==> config.mk <==
export PLATFORM = sky130hd
export DESIGN_NAME = disk_idle_standby_timer
export DESIGN_NICKNAME = d
export VERILOG_FILES = /design/src/rtl/dist_pkg.sv /design/src/rtl/disk_idle_standby_timer.sv /design/src/rtl/dist_step.sv
export SDC_FILE = /design/constraint.sdc
export NUM_CORES = 1
export LEC_CHECK = 0
export ABC_AREA = 0
export BUFFER_PORTS_ARGS = -buffer_cell sky130_fd_sc_hd__buf_4
export CAP_MARGIN = 40
export CORE_UTILIZATION = 54
export DETAILED_ROUTE_END_ITERATION = 6
export GPL_ROUTABILITY_DRIVEN = 1
export HOLD_SLACK_MARGIN = 0.06
export PLACE_DENSITY_LB_ADDON = 0.1
export REMOVE_ABC_BUFFERS = 1
export SLEW_MARGIN = 0
export SYNTH_ARGS = -nofsm -noshare
export SYNTH_HDL_FRONTEND = slang
export SYNTH_SLANG_ARGS = --single-unit
==> constraint.sdc <==
create_clock -name clk -period 8.6 [get_ports clk]
set_input_delay 0.86 -clock clk [delete_from_list [all_inputs] [get_ports clk]]
set_output_delay 0.86 -clock clk [all_outputs]
set_load 0.1 [all_outputs]
==> src/rtl/dist_pkg.sv <==
`timescale 1ns / 1ps
// Shared types, codes and helpers for the disk idle standby timer.
// Used by dist_step and disk_idle_standby_timer; depends on nothing.
package dist_pkg;

    localparam int unsigned CountW = 32;
    localparam int unsigned SecW   = 16;
    localparam int unsigned IdxW   = 1;

    localparam logic [SecW-1:0] IdleLimitReset = 16'd20;
    localparam logic [SecW-1:0] MinGuardReset  = 16'd0;

    localparam logic [IdxW-1:0] RegIdleLimit = 1'd0;
    localparam logic [IdxW-1:0] RegMinGuard  = 1'd1;

    localparam logic [1:0] KindTick    = 2'd0;
    localparam logic [1:0] KindResume  = 2'd1;
    localparam logic [1:0] KindStandby = 2'd2;

    localparam logic [1:0] DriveOn      = 2'd0;
    localparam logic [1:0] DriveStandby = 2'd1;

    localparam logic [1:0] CmdNone    = 2'd0;
    localparam logic [1:0] CmdResume  = 2'd1;
    localparam logic [1:0] CmdSuspend = 2'd2;

    localparam logic StatusOk      = 1'b0;
    localparam logic StatusRefused = 1'b1;

    typedef struct packed {
        logic [1:0]        kind;
        logic [CountW-1:0] activity_count;
        logic [1:0]        drive_state;
        logic              suspend_refused;
    } item_t;

    typedef struct packed {
        logic            status;
        logic [1:0]      command;
        logic [SecW-1:0] seconds_left;
    } result_t;

    typedef struct packed {
        logic [SecW-1:0] idle_limit;
        logic [SecW-1:0] min_guard;
    } cfg_t;

    function automatic logic [SecW-1:0] eff_limit(input cfg_t c);
        return (c.idle_limit > c.min_guard) ? c.idle_limit : c.min_guard;
    endfunction

endpackage

==> src/rtl/disk_idle_standby_timer.sv <==
`timescale 1ns / 1ps
// Top level of the disk idle standby timer: stream ports, config registers,
// input and result registers. Depends on dist_pkg and dist_step.
//
// One request enters per clock while s_tready is high. It is held in the request
// register, evaluated combinationally, and registered into the result register,
// which drives m_tvalid. The request register and the result register hold
// one request each, so s_tready drops only when both are full and m_tready is
// low. The countdown and the last I/O count update in the single evaluation
// pass between the two registers, so every request sees the state that the
// previous one left. Config writes are taken on any cycle and should be made
// only while idle.
module disk_idle_standby_timer
(
    input  logic                       clk,
    input  logic                       rst_n,
    input  logic                       s_tvalid,
    output logic                       s_tready,
    input  logic [39:0]                s_tdata,  // activity_count, drive_state, suspend_refused, pad
    input  logic [1:0]                 s_tuser,  // kind
    output logic                       m_tvalid,
    input  logic                       m_tready,
    output logic [23:0]                m_tdata,  // status, command, seconds_left, pad
    input  logic                       cfg_valid,
    output logic                       cfg_ready,
    input  logic [dist_pkg::IdxW-1:0]  cfg_index,
    input  logic [dist_pkg::SecW-1:0]  cfg_data
);
    import dist_pkg::*;

    cfg_t    cfg_reg;
    item_t   item_reg;
    logic    in_vld_reg;
    logic    out_vld_reg;
    result_t res_reg;
    result_t res_next;
    logic    advance;

    assign cfg_ready = 1'b1;
    assign advance   = in_vld_reg && (!out_vld_reg || m_tready);
    assign s_tready  = !in_vld_reg || advance;
    assign m_tvalid  = out_vld_reg;
    assign m_tdata   = {5'd0, res_reg.seconds_left, res_reg.command, res_reg.status};

    always_ff @(posedge clk or negedge rst_n)
    begin
        if (!rst_n)
        begin
            cfg_reg.idle_limit <= IdleLimitReset;
            cfg_reg.min_guard  <= MinGuardReset;
        end
        else if (cfg_valid && cfg_ready)
        begin
            unique case (cfg_index)
                RegIdleLimit: cfg_reg.idle_limit <= cfg_data;
                RegMinGuard:  cfg_reg.min_guard  <= cfg_data;
                default:      cfg_reg            <= cfg_reg;
            endcase
        end
    end

    // hold the request until it passes to the result register
    always_ff @(posedge clk or negedge rst_n)
    begin
        if (!rst_n)
        begin
            in_vld_reg <= 1'b0;
        end
        else if (s_tready)
        begin
            in_vld_reg <= s_tvalid;
        end
    end

    always_ff @(posedge clk)
    begin
        if (s_tvalid && s_tready)
        begin
            item_reg.kind            <= s_tuser;
            item_reg.activity_count  <= s_tdata[31:0];
            item_reg.drive_state     <= s_tdata[33:32];
            item_reg.suspend_refused <= s_tdata[34];
        end
    end

    dist_step u_step
    (
        .clk     (clk),
        .rst_n   (rst_n),
        .advance (advance),
        .cfg     (cfg_reg),
        .item    (item_reg),
        .result  (res_next)
    );

    always_ff @(posedge clk or negedge rst_n)
    begin
        if (!rst_n)
        begin
            out_vld_reg <= 1'b0;
        end
        else if (!out_vld_reg || m_tready)
        begin
            out_vld_reg <= in_vld_reg;
        end
    end

    always_ff @(posedge clk)
    begin
        if (advance)
        begin
            res_reg <= res_next;
        end
    end

endmodule

==> src/rtl/dist_step.sv <==
`timescale 1ns / 1ps
// Countdown state and single-pass evaluation of one request.
// Depends on dist_pkg.
module dist_step
(
    input  logic             clk,
    input  logic             rst_n,
    input  logic             advance,
    input  dist_pkg::cfg_t   cfg,
    input  dist_pkg::item_t  item,
    output dist_pkg::result_t result
);
    import dist_pkg::*;

    logic [SecW-1:0]   idle_left_reg;
    logic [SecW-1:0]   idle_left_next;
    logic [CountW-1:0] last_activity_reg;
    logic [CountW-1:0] last_activity_next;

    logic [SecW-1:0] eff;
    logic [SecW-1:0] gap;
    logic [SecW-1:0] cur_left;
    logic            busy;
    logic            do_eval;
    logic            status;
    logic [1:0]      command;

    always_comb
    begin
        eff                = eff_limit(cfg);
        gap                = eff - cfg.min_guard;
        busy               = (item.drive_state != DriveOn) && (item.drive_state != DriveStandby);
        cur_left           = idle_left_reg;
        do_eval            = 1'b0;
        status             = StatusOk;
        command            = CmdNone;
        last_activity_next = last_activity_reg;

        unique case (item.kind)
            KindTick:
            begin
                do_eval = 1'b1;
            end
            KindResume:
            begin
                if (busy)
                begin
                    status = StatusRefused;
                end
                else if (item.drive_state == DriveStandby)
                begin
                    cur_left = eff;
                    command  = CmdResume;
                end
            end
            KindStandby:
            begin
                if (busy)
                begin
                    status = StatusRefused;
                end
                else if (item.drive_state == DriveOn)
                begin
                    cur_left = (idle_left_reg >= gap) ? (idle_left_reg - gap) : '0;
                    do_eval  = 1'b1;
                end
            end
            default:
            begin
                do_eval = 1'b0;
            end
        endcase

        idle_left_next = cur_left;
        if (do_eval && (eff != '0))
        begin
            if ((item.activity_count == '0) || (item.activity_count != last_activity_reg))
            begin
                last_activity_next = item.activity_count;
                idle_left_next     = eff;
            end
            else if (item.drive_state == DriveOn)
            begin
                if (cur_left == '0)
                begin
                    command        = CmdSuspend;
                    idle_left_next = item.suspend_refused ? '0 : eff;
                end
                else
                begin
                    idle_left_next = cur_left - SecW'(1);
                end
            end
        end

        result.status       = status;
        result.command      = command;
        result.seconds_left = idle_left_next;
    end

    always_ff @(posedge clk or negedge rst_n)
    begin
        if (!rst_n)
        begin
            idle_left_reg     <= IdleLimitReset;
            last_activity_reg <= '0;
        end
        else if (advance)
        begin
            idle_left_reg     <= idle_left_next;
            last_activity_reg <= last_activity_next;
        end
    end

endmodule

# Yosys cells after proc, flatten, opt, wreduce, memory -nomap -nowiden
# Index checks and enable logic that the tools add are counted.
word_totals:
  reg_bits: 138
  inputBits: 64
  wordCells: 66
classes:
  addsub: 3
  magnitude_cmp: 2
  n_eq_ne: 5
  muxes: 23
  bitwise: 1
  reduce_logical: 19
op_table:
  columns: ["op", "count"]
  rows:
  - ["two-way mux 16 bit", 11]
  - ["logical NOT 32 bit", 1]
  - ["inequality test 32 bit", 1]
  - ["one-hot mux 16 bit (2 select lines)", 1]
  - ["subtractor 16 bit", 2]
  - ["greater-or-equal comparator 16 bit", 1]
  - ["greater-than comparator 16 bit", 1]
  - ["logical NOT 16 bit", 1]
  - ["nonzero test 16 bit", 1]
  - ["subtractor 16 x 1 -> 16 bit (second input constant)", 1]
  - ["two-way mux 2 bit", 6]
  - ["== test 2 x 1 -> 1 bit (second input constant)", 2]
  - ["logical AND 1 bit", 4]
  - ["logical NOT 2 bit", 2]
  - ["two-way mux 1 bit", 4]
  - ["AND reduction 2 bit", 2]
  - ["logical OR 1 bit", 3]
  - ["AND reduction 3 bit", 1]
  - ["== test 2 bit (second input constant)", 1]
  - ["logical NOT 1 bit", 2]
  - ["inequality test 2 x 1 -> 1 bit (second input constant)", 1]
  - ["one-hot mux 1 bit (2 select lines)", 1]
  - ["nonzero test 2 bit", 1]
  - ["OR reduction 2 bit", 1]
  - ["inverter 1 bit", 1]

# Logic depth before layout (Yosys ltp)
logic_depth:
  ltp_word: 13
  depth_mapped: 40
  depth_no_buf: 36

# By module
# From an unflattened synthesis, not the netlist that was laid out.
unflattened:
  hier_cells: 860
  hier_area_um2: 9054.9
modules_own_cells:
  columns: ["module", "instances", "cells_each", "area_each_um2", "seq_area_each_um2"]
  rows:
  - ["dist_step", 1, 718, 5904.4, 1203.7]
  - ["disk_idle_standby_timer", 1, 142, 3150.5, 2534.9]

# Worst setup path after synthesis
# No wires, ideal clock.
synth_path:
  path_kind: "register to register"
  from: "register cfg_reg[12] (netlist name)"
  to: "register u_step.idle_left_reg[14]"
  setup_ns: 0.092
  arrival_time_ns: 8.471
  path_slack_ns: 0.037
  stages_incl_launch_ff: 39
  synth_period_minus_slack_ns: 8.563
  cell_sequence: "dfrtp_1 -> inv_1 -> ha_1 -> nand3_2 -> nor4_1 -> a21boi_1 -> o41a_1 -> buf_6 -> buf_12 -> clkbuf_1 -> mux2i_1 -> inv_1 -> ha_1 -> inv_1 -> a21oi_1 -> o21ai_0 -> a21boi_0 -> o21ai_0 -> [... 3 more ...] -> nor2_1 -> a211o_1 -> ha_1 -> and4_1 -> and2_1 -> a311o_1 -> o2111a_1 -> buf_2 -> a222oi_1 -> ha_1 -> o211ai_1 -> a21o_1 -> or4_1 -> buf_2 -> o41a_1 -> and3_1 -> o2bb2a_4 -> o31ai_2"
synth_via:
  elab_chain_cells: 13
  elab_cells_between_ends: 20
  classes_between: "3 x add/sub; 2 x order compare; 12 x mux; 3 x reduce/logical"
synth_lines:
  columns: ["element", "line_no", "rtl"]
  rows:
  - ["from (decl)", "disk_idle_standby_timer.sv:31", "cfg_t cfg_reg;"]
  - ["from (signal assigned)", "disk_idle_standby_timer.sv:57", "default: cfg_reg <= cfg_reg;"]
  - ["greater-than comparator 16 bit", "dist_pkg.sv:49", "return (c.idle_limit > c.min_guard) ? c.idle_limit : c.min_guard;"]
  - ["two-way mux 16 bit", "dist_pkg.sv:49", null]
  - ["subtractor 16 bit", "dist_step.sv:31", "gap = eff - cfg.min_guard;"]
  - ["subtractor 16 bit or greater-or-equal comparator 16 bit (tied branches)", "dist_step.sv:64", "cur_left = (idle_left_reg >= gap) ? (idle_left_reg - gap) : '0;"]
  - ["two-way mux 16 bit", "dist_step.sv:64", null]
  - ["two-way mux 16 bit", "dist_step.sv:62", "else if (item.drive_state == DriveOn)"]
  - ["two-way mux 16 bit", "dist_step.sv:58", "if (busy)"]
  - ["one-hot mux 16 bit (2 select lines)", "dist_step.sv:39", "unique case (item.kind)"]
  - ["subtractor 16 x 1 -> 16 bit or logical NOT 16 bit (tied branches)", "dist_step.sv:91, dist_step.sv:84", null]
  - ["two-way mux 16 bit", "dist_step.sv:84", "if (cur_left == '0)"]
  - ["two-way mux 16 bit", "dist_step.sv:82", "else if (item.drive_state == DriveOn)"]
  - ["two-way mux 16 bit", "dist_step.sv:77", "if ((item.activity_count == '0) || (item.activity_count != last_activity_reg))"]
  - ["two-way mux 16 bit (*)", "dist_step.sv:75", "if (do_eval && (eff != '0))"]
  - ["to (signal assigned)", "dist_step.sv:105", "idle_left_reg <= IdleLimitReset;"]
  - ["to (signal assigned)", "dist_step.sv:110", "idle_left_reg <= idle_left_next;"]
  - ["to (decl)", "dist_step.sv:15", "logic [SecW-1:0] idle_left_reg;"]
# Mark *: on every way between the ends. The rest lies on a longest branch, timed or not.
# A chain may end at the register's enable or synchronous reset.

# Final worst setup path
layout_path:
  from: "register cfg_reg[10] (netlist name)"
  to: "register u_step.idle_left_reg[14]"
# Same word-level chain as after synthesis.

==> results_tabular.tex <==
\begin{tabular}{lr}
\hline
Metric & Value \\
\hline
\multicolumn{2}{l}{\textbf{Finish}} \\
Syn-to-layout area delta & 25.7\% \\
Most common cell after layout, fill and taps aside & buf\_4 \\
Largest register FFs & 37 \\
Most used cells in the layout excluding fill and tap cells & buf\_4, mux2\_2, dfrtp\_1, edfxtp\_1, ha\_1 \\
Cell area after layout & 11200 um\^{}2 \\
Layout filler cell count & 1218 \\
Share of cells above drive strength 1 & 33.5\% \\
Storage element area & 3740 um\^{}2 \\
Final net count & 1129 \\
Diodes inserted & 0 \\
Multi-input combinational cell area & 4950 um\^{}2 \\
\multicolumn{2}{l}{\textbf{Power}} \\
Pwr dens & between 300 and 400 nW/um\^{}2 \\
Maximum vdd ir drop & 185 uV \\
Standby leakage power & 4.86 nW \\
Power after layout & about 0.0039 W \\
\multicolumn{2}{l}{\textbf{Global route}} \\
GR Layer Usage met2 & between 50\% and 60\% \\
Initial antenna violation count & 0 \\
Remaining global-route overflow & 0 \\
Pin count of the biggest net entering global routing & 44 \\
Total track usage & around 30\% \\
Wire length of the first global-routing pass & 38300 um \\
Most Used Layer, Global Route & met2 \\
Via count of the first global-routing pass & $\sim$7500 \\
Global Route met3 Usage & 5.08\% \\
GRT met1 Usage & about two fifths \\
\multicolumn{2}{l}{\textbf{Route}} \\
Number of routed nets with antenna violations & 0 \\
Drt initial violations & 593 \\
Average routed wire per standard cell & approximately 20 um \\
Iteration count of the initial detailed-routing pass & 6 \\
DRC violation count after routing & 0 \\
Detailed-route vias per instance & around 6.0 \\
Post-Route WL & 24800 um \\
Total via count after detailed routing & 7448 \\
\multicolumn{2}{l}{\textbf{Yosys}} \\
Top FF cell, synth & dfrtp\_1 \\
Cell area after synthesis & 8890 um\^{}2 \\
Count of yosys warnings during synthesis & 0 \\
Post-synthesis average cell area & $\sim$11 um\^{}2 \\
Post-synthesis sequential area ratio & 42.1\% \\
Cell count after synthesis & 837 \\
Synth async-reset ratio & 59.4\% \\
Unique cell type count in the Yosys netlist & 82 \\
Number of storage elements in the synthesis netlist & 138 \\
Number of enable-type register cells in the synthesized netlist & 56 \\
\multicolumn{2}{l}{\textbf{Setup path}} \\
Required time worst endpoint & 8.93 ns \\
Cell seen most often among critical-path stages & buf\_4 \\
Slowest stage cell, crit path & or4\_4 \\
Delay of the slowest cell on the worst path & 0.46 ns \\
CP startpoint kind & register \\
Setup CP Type & register to register \\
CP arrival & 8.65 ns \\
Maximum fanout encountered on the critical timing path & 5 \\
Nature of the critical path endpoint & register \\
\multicolumn{2}{l}{\textbf{Min path}} \\
Hold Path Class & input pin to asynchronous set/reset pin \\
\multicolumn{2}{l}{\textbf{Timing}} \\
Relative slew margins & 43.3\% \\
Fmax & 120 MHz \\
Count of final max-slew check failures & 0 \\
Worst path setup slack after routing & 0.281 ns \\
Number of endpoints failing setup at the final stage & 0 \\
Post-route setup TNS & 0 ns \\
Final worst path period share & 96.7\% \\
Transition at the pin with the smallest max-transition slack & about 0.84 ns \\
Tmin final & between 8 and 9 ns \\
Hold Fails Final Rpt & 0 \\
Max Clock Skew & roughly 0.014 ns \\
\multicolumn{2}{l}{\textbf{Clock tree}} \\
CTS Buffer Depth & 2 \\
Clock Latency Late Sink & between 0.4 and 0.5 ns \\
Sink count of the clock tree & approximately 140 \\
Num CTS Buffers & 17 \\
H-tree level count & 4 \\
CTS root buffer & clkbuf\_16 \\
Clock transition at the registers of the reported paths & 0.06 ns \\
Clock tree from TritonCTS & done \\
\multicolumn{2}{l}{\textbf{Die}} \\
Die X-Extent & 130 um \\
I/O pin count & 91 \\
Standard cell core area & 16000 um\^{}2 \\
Die height & 130 um \\
Number of core rows & 46 \\
Initial Utilization & between 50\% and 60\% \\
Die ar. & $\sim$17000 um\^{}2 \\
\multicolumn{2}{l}{\textbf{Placed design}} \\
Area of placed instances & 10400 um\^{}2 \\
Input/output buffers & 79 \\
Hpwl dp & 18800 um \\
Pre-CTS setup slack & -0.502 ns \\
Global placement routability congestion & around 0.97 \\
\multicolumn{2}{l}{\textbf{Run}} \\
Number of max-cap violations & 0 \\
\multicolumn{2}{l}{\textbf{Status}} \\
Outcome & finished, final reports clean \\
\hline
\end{tabular}
[stage by stage]
stage,utilization (%),hold slack (ns),instances
after detailed placement,64.8,0.494,1202
after CTS,69.0,0.434,1237
final,69.8,0.411,1241
after floorplan,-,0.457,807
after global routing,69.8,0.449,1241
after global placement,64.5,0.477,1199
[critical path, delay by kind of cell (launching register included)]
| kind | cells | cell delay (ns) |
|---|---|---|
| compound gates | 23 | 4.77 |
| fa+ha+maj | 4 | 1.02 |
| simple gates | 4 | 0.90 |
| buf+inv | 6 | 0.86 |
| flops | 1 | 0.36 |
| mux | 1 | 0.30 |
[report_power, final]
| group | internal [W] | switching (W) | total (W) |
|---|---|---|---|
| registers | 0.000822 | 0.000102 | 0.000924 |
| logic | 0.000923 | 0.00125 | 0.00217 |
| clock network | 0.000444 | 0.000331 | 0.000774 |
| total | 0.00219 | 0.00168 | 0.00387 |
[synthesized netlist by cell type, types with 8 or more instances]
master	number	share of area (%)
a21oi_1	36	2.0
nand3_1	11	0.62
inv_1	46	1.9
nand2_1	46	1.9
nand2b_1	11	0.77
mux2_2	81	10
edfxtp_1	56	19
nor4_1	35	2.5
mux2i_1	9	1.0
nand4_1	15	1.1
and2_1	10	0.70
nor2_1	47	2.0
nor3_1	12	0.68
o21ai_0	39	2.2
xnor2_1	14	1.4
xor2_1	45	4.4
clkbuf_1	18	0.76
dfrtp_1	78	22
o31ai_1	8	0.68
a21o_1	12	1.0
ha_1	51	7.2
[what timing repair did]
item | CTS | global route
setup endpoints to repair | 32 | 32
buffers inserted | 3 | 4
resized for setup | 7 | 24
pin swaps | 3 | 11
hold buffers | 0 | 0
[layout make-up]
cell class,count,area share (%)
clock inverter,15,1.71
multi-input combinational,623,44.3
clock buffer,17,3.81
timing repair buffer,186,12.8
tap,216,2.42
inverter,46,1.55
sequential,138,33.5
[kinds of logic after synthesis]
family | share of synthesized area [%]
compound gates | 15.2
xor+xnor | 5.81
fa+ha+maj | 7.63
buf+inv | 4.01
flops | 42.1
mux | 12.0
other cells | 0.0845
simple gates | 13.2
[final timing paths]
path                              from                        to  slack, ns  cells past startpoint
min in group clk            in_vld_reg                  m_tvalid       0.51                      1
setup / recovery           cfg_reg[10]  u_step.idle_left_reg[14]       0.28                     38
hold reg to reg             in_vld_reg                  m_tvalid       0.51                      1
setup reg to reg           cfg_reg[10]  u_step.idle_left_reg[14]       0.28                     38
max in group asynchronous        rst_n               cfg_reg[18]       7.52                      2
hold / removal                   rst_n  u_step.idle_left_reg[11]       0.41                      1
[routing by layer]
metal,routed length [um],up-vias
met5,0,-
met4,628,0
met3,1380,57
met2,11800,273
met1,11000,3607
li1,-,3511
(Power assumes the default switching activity.)
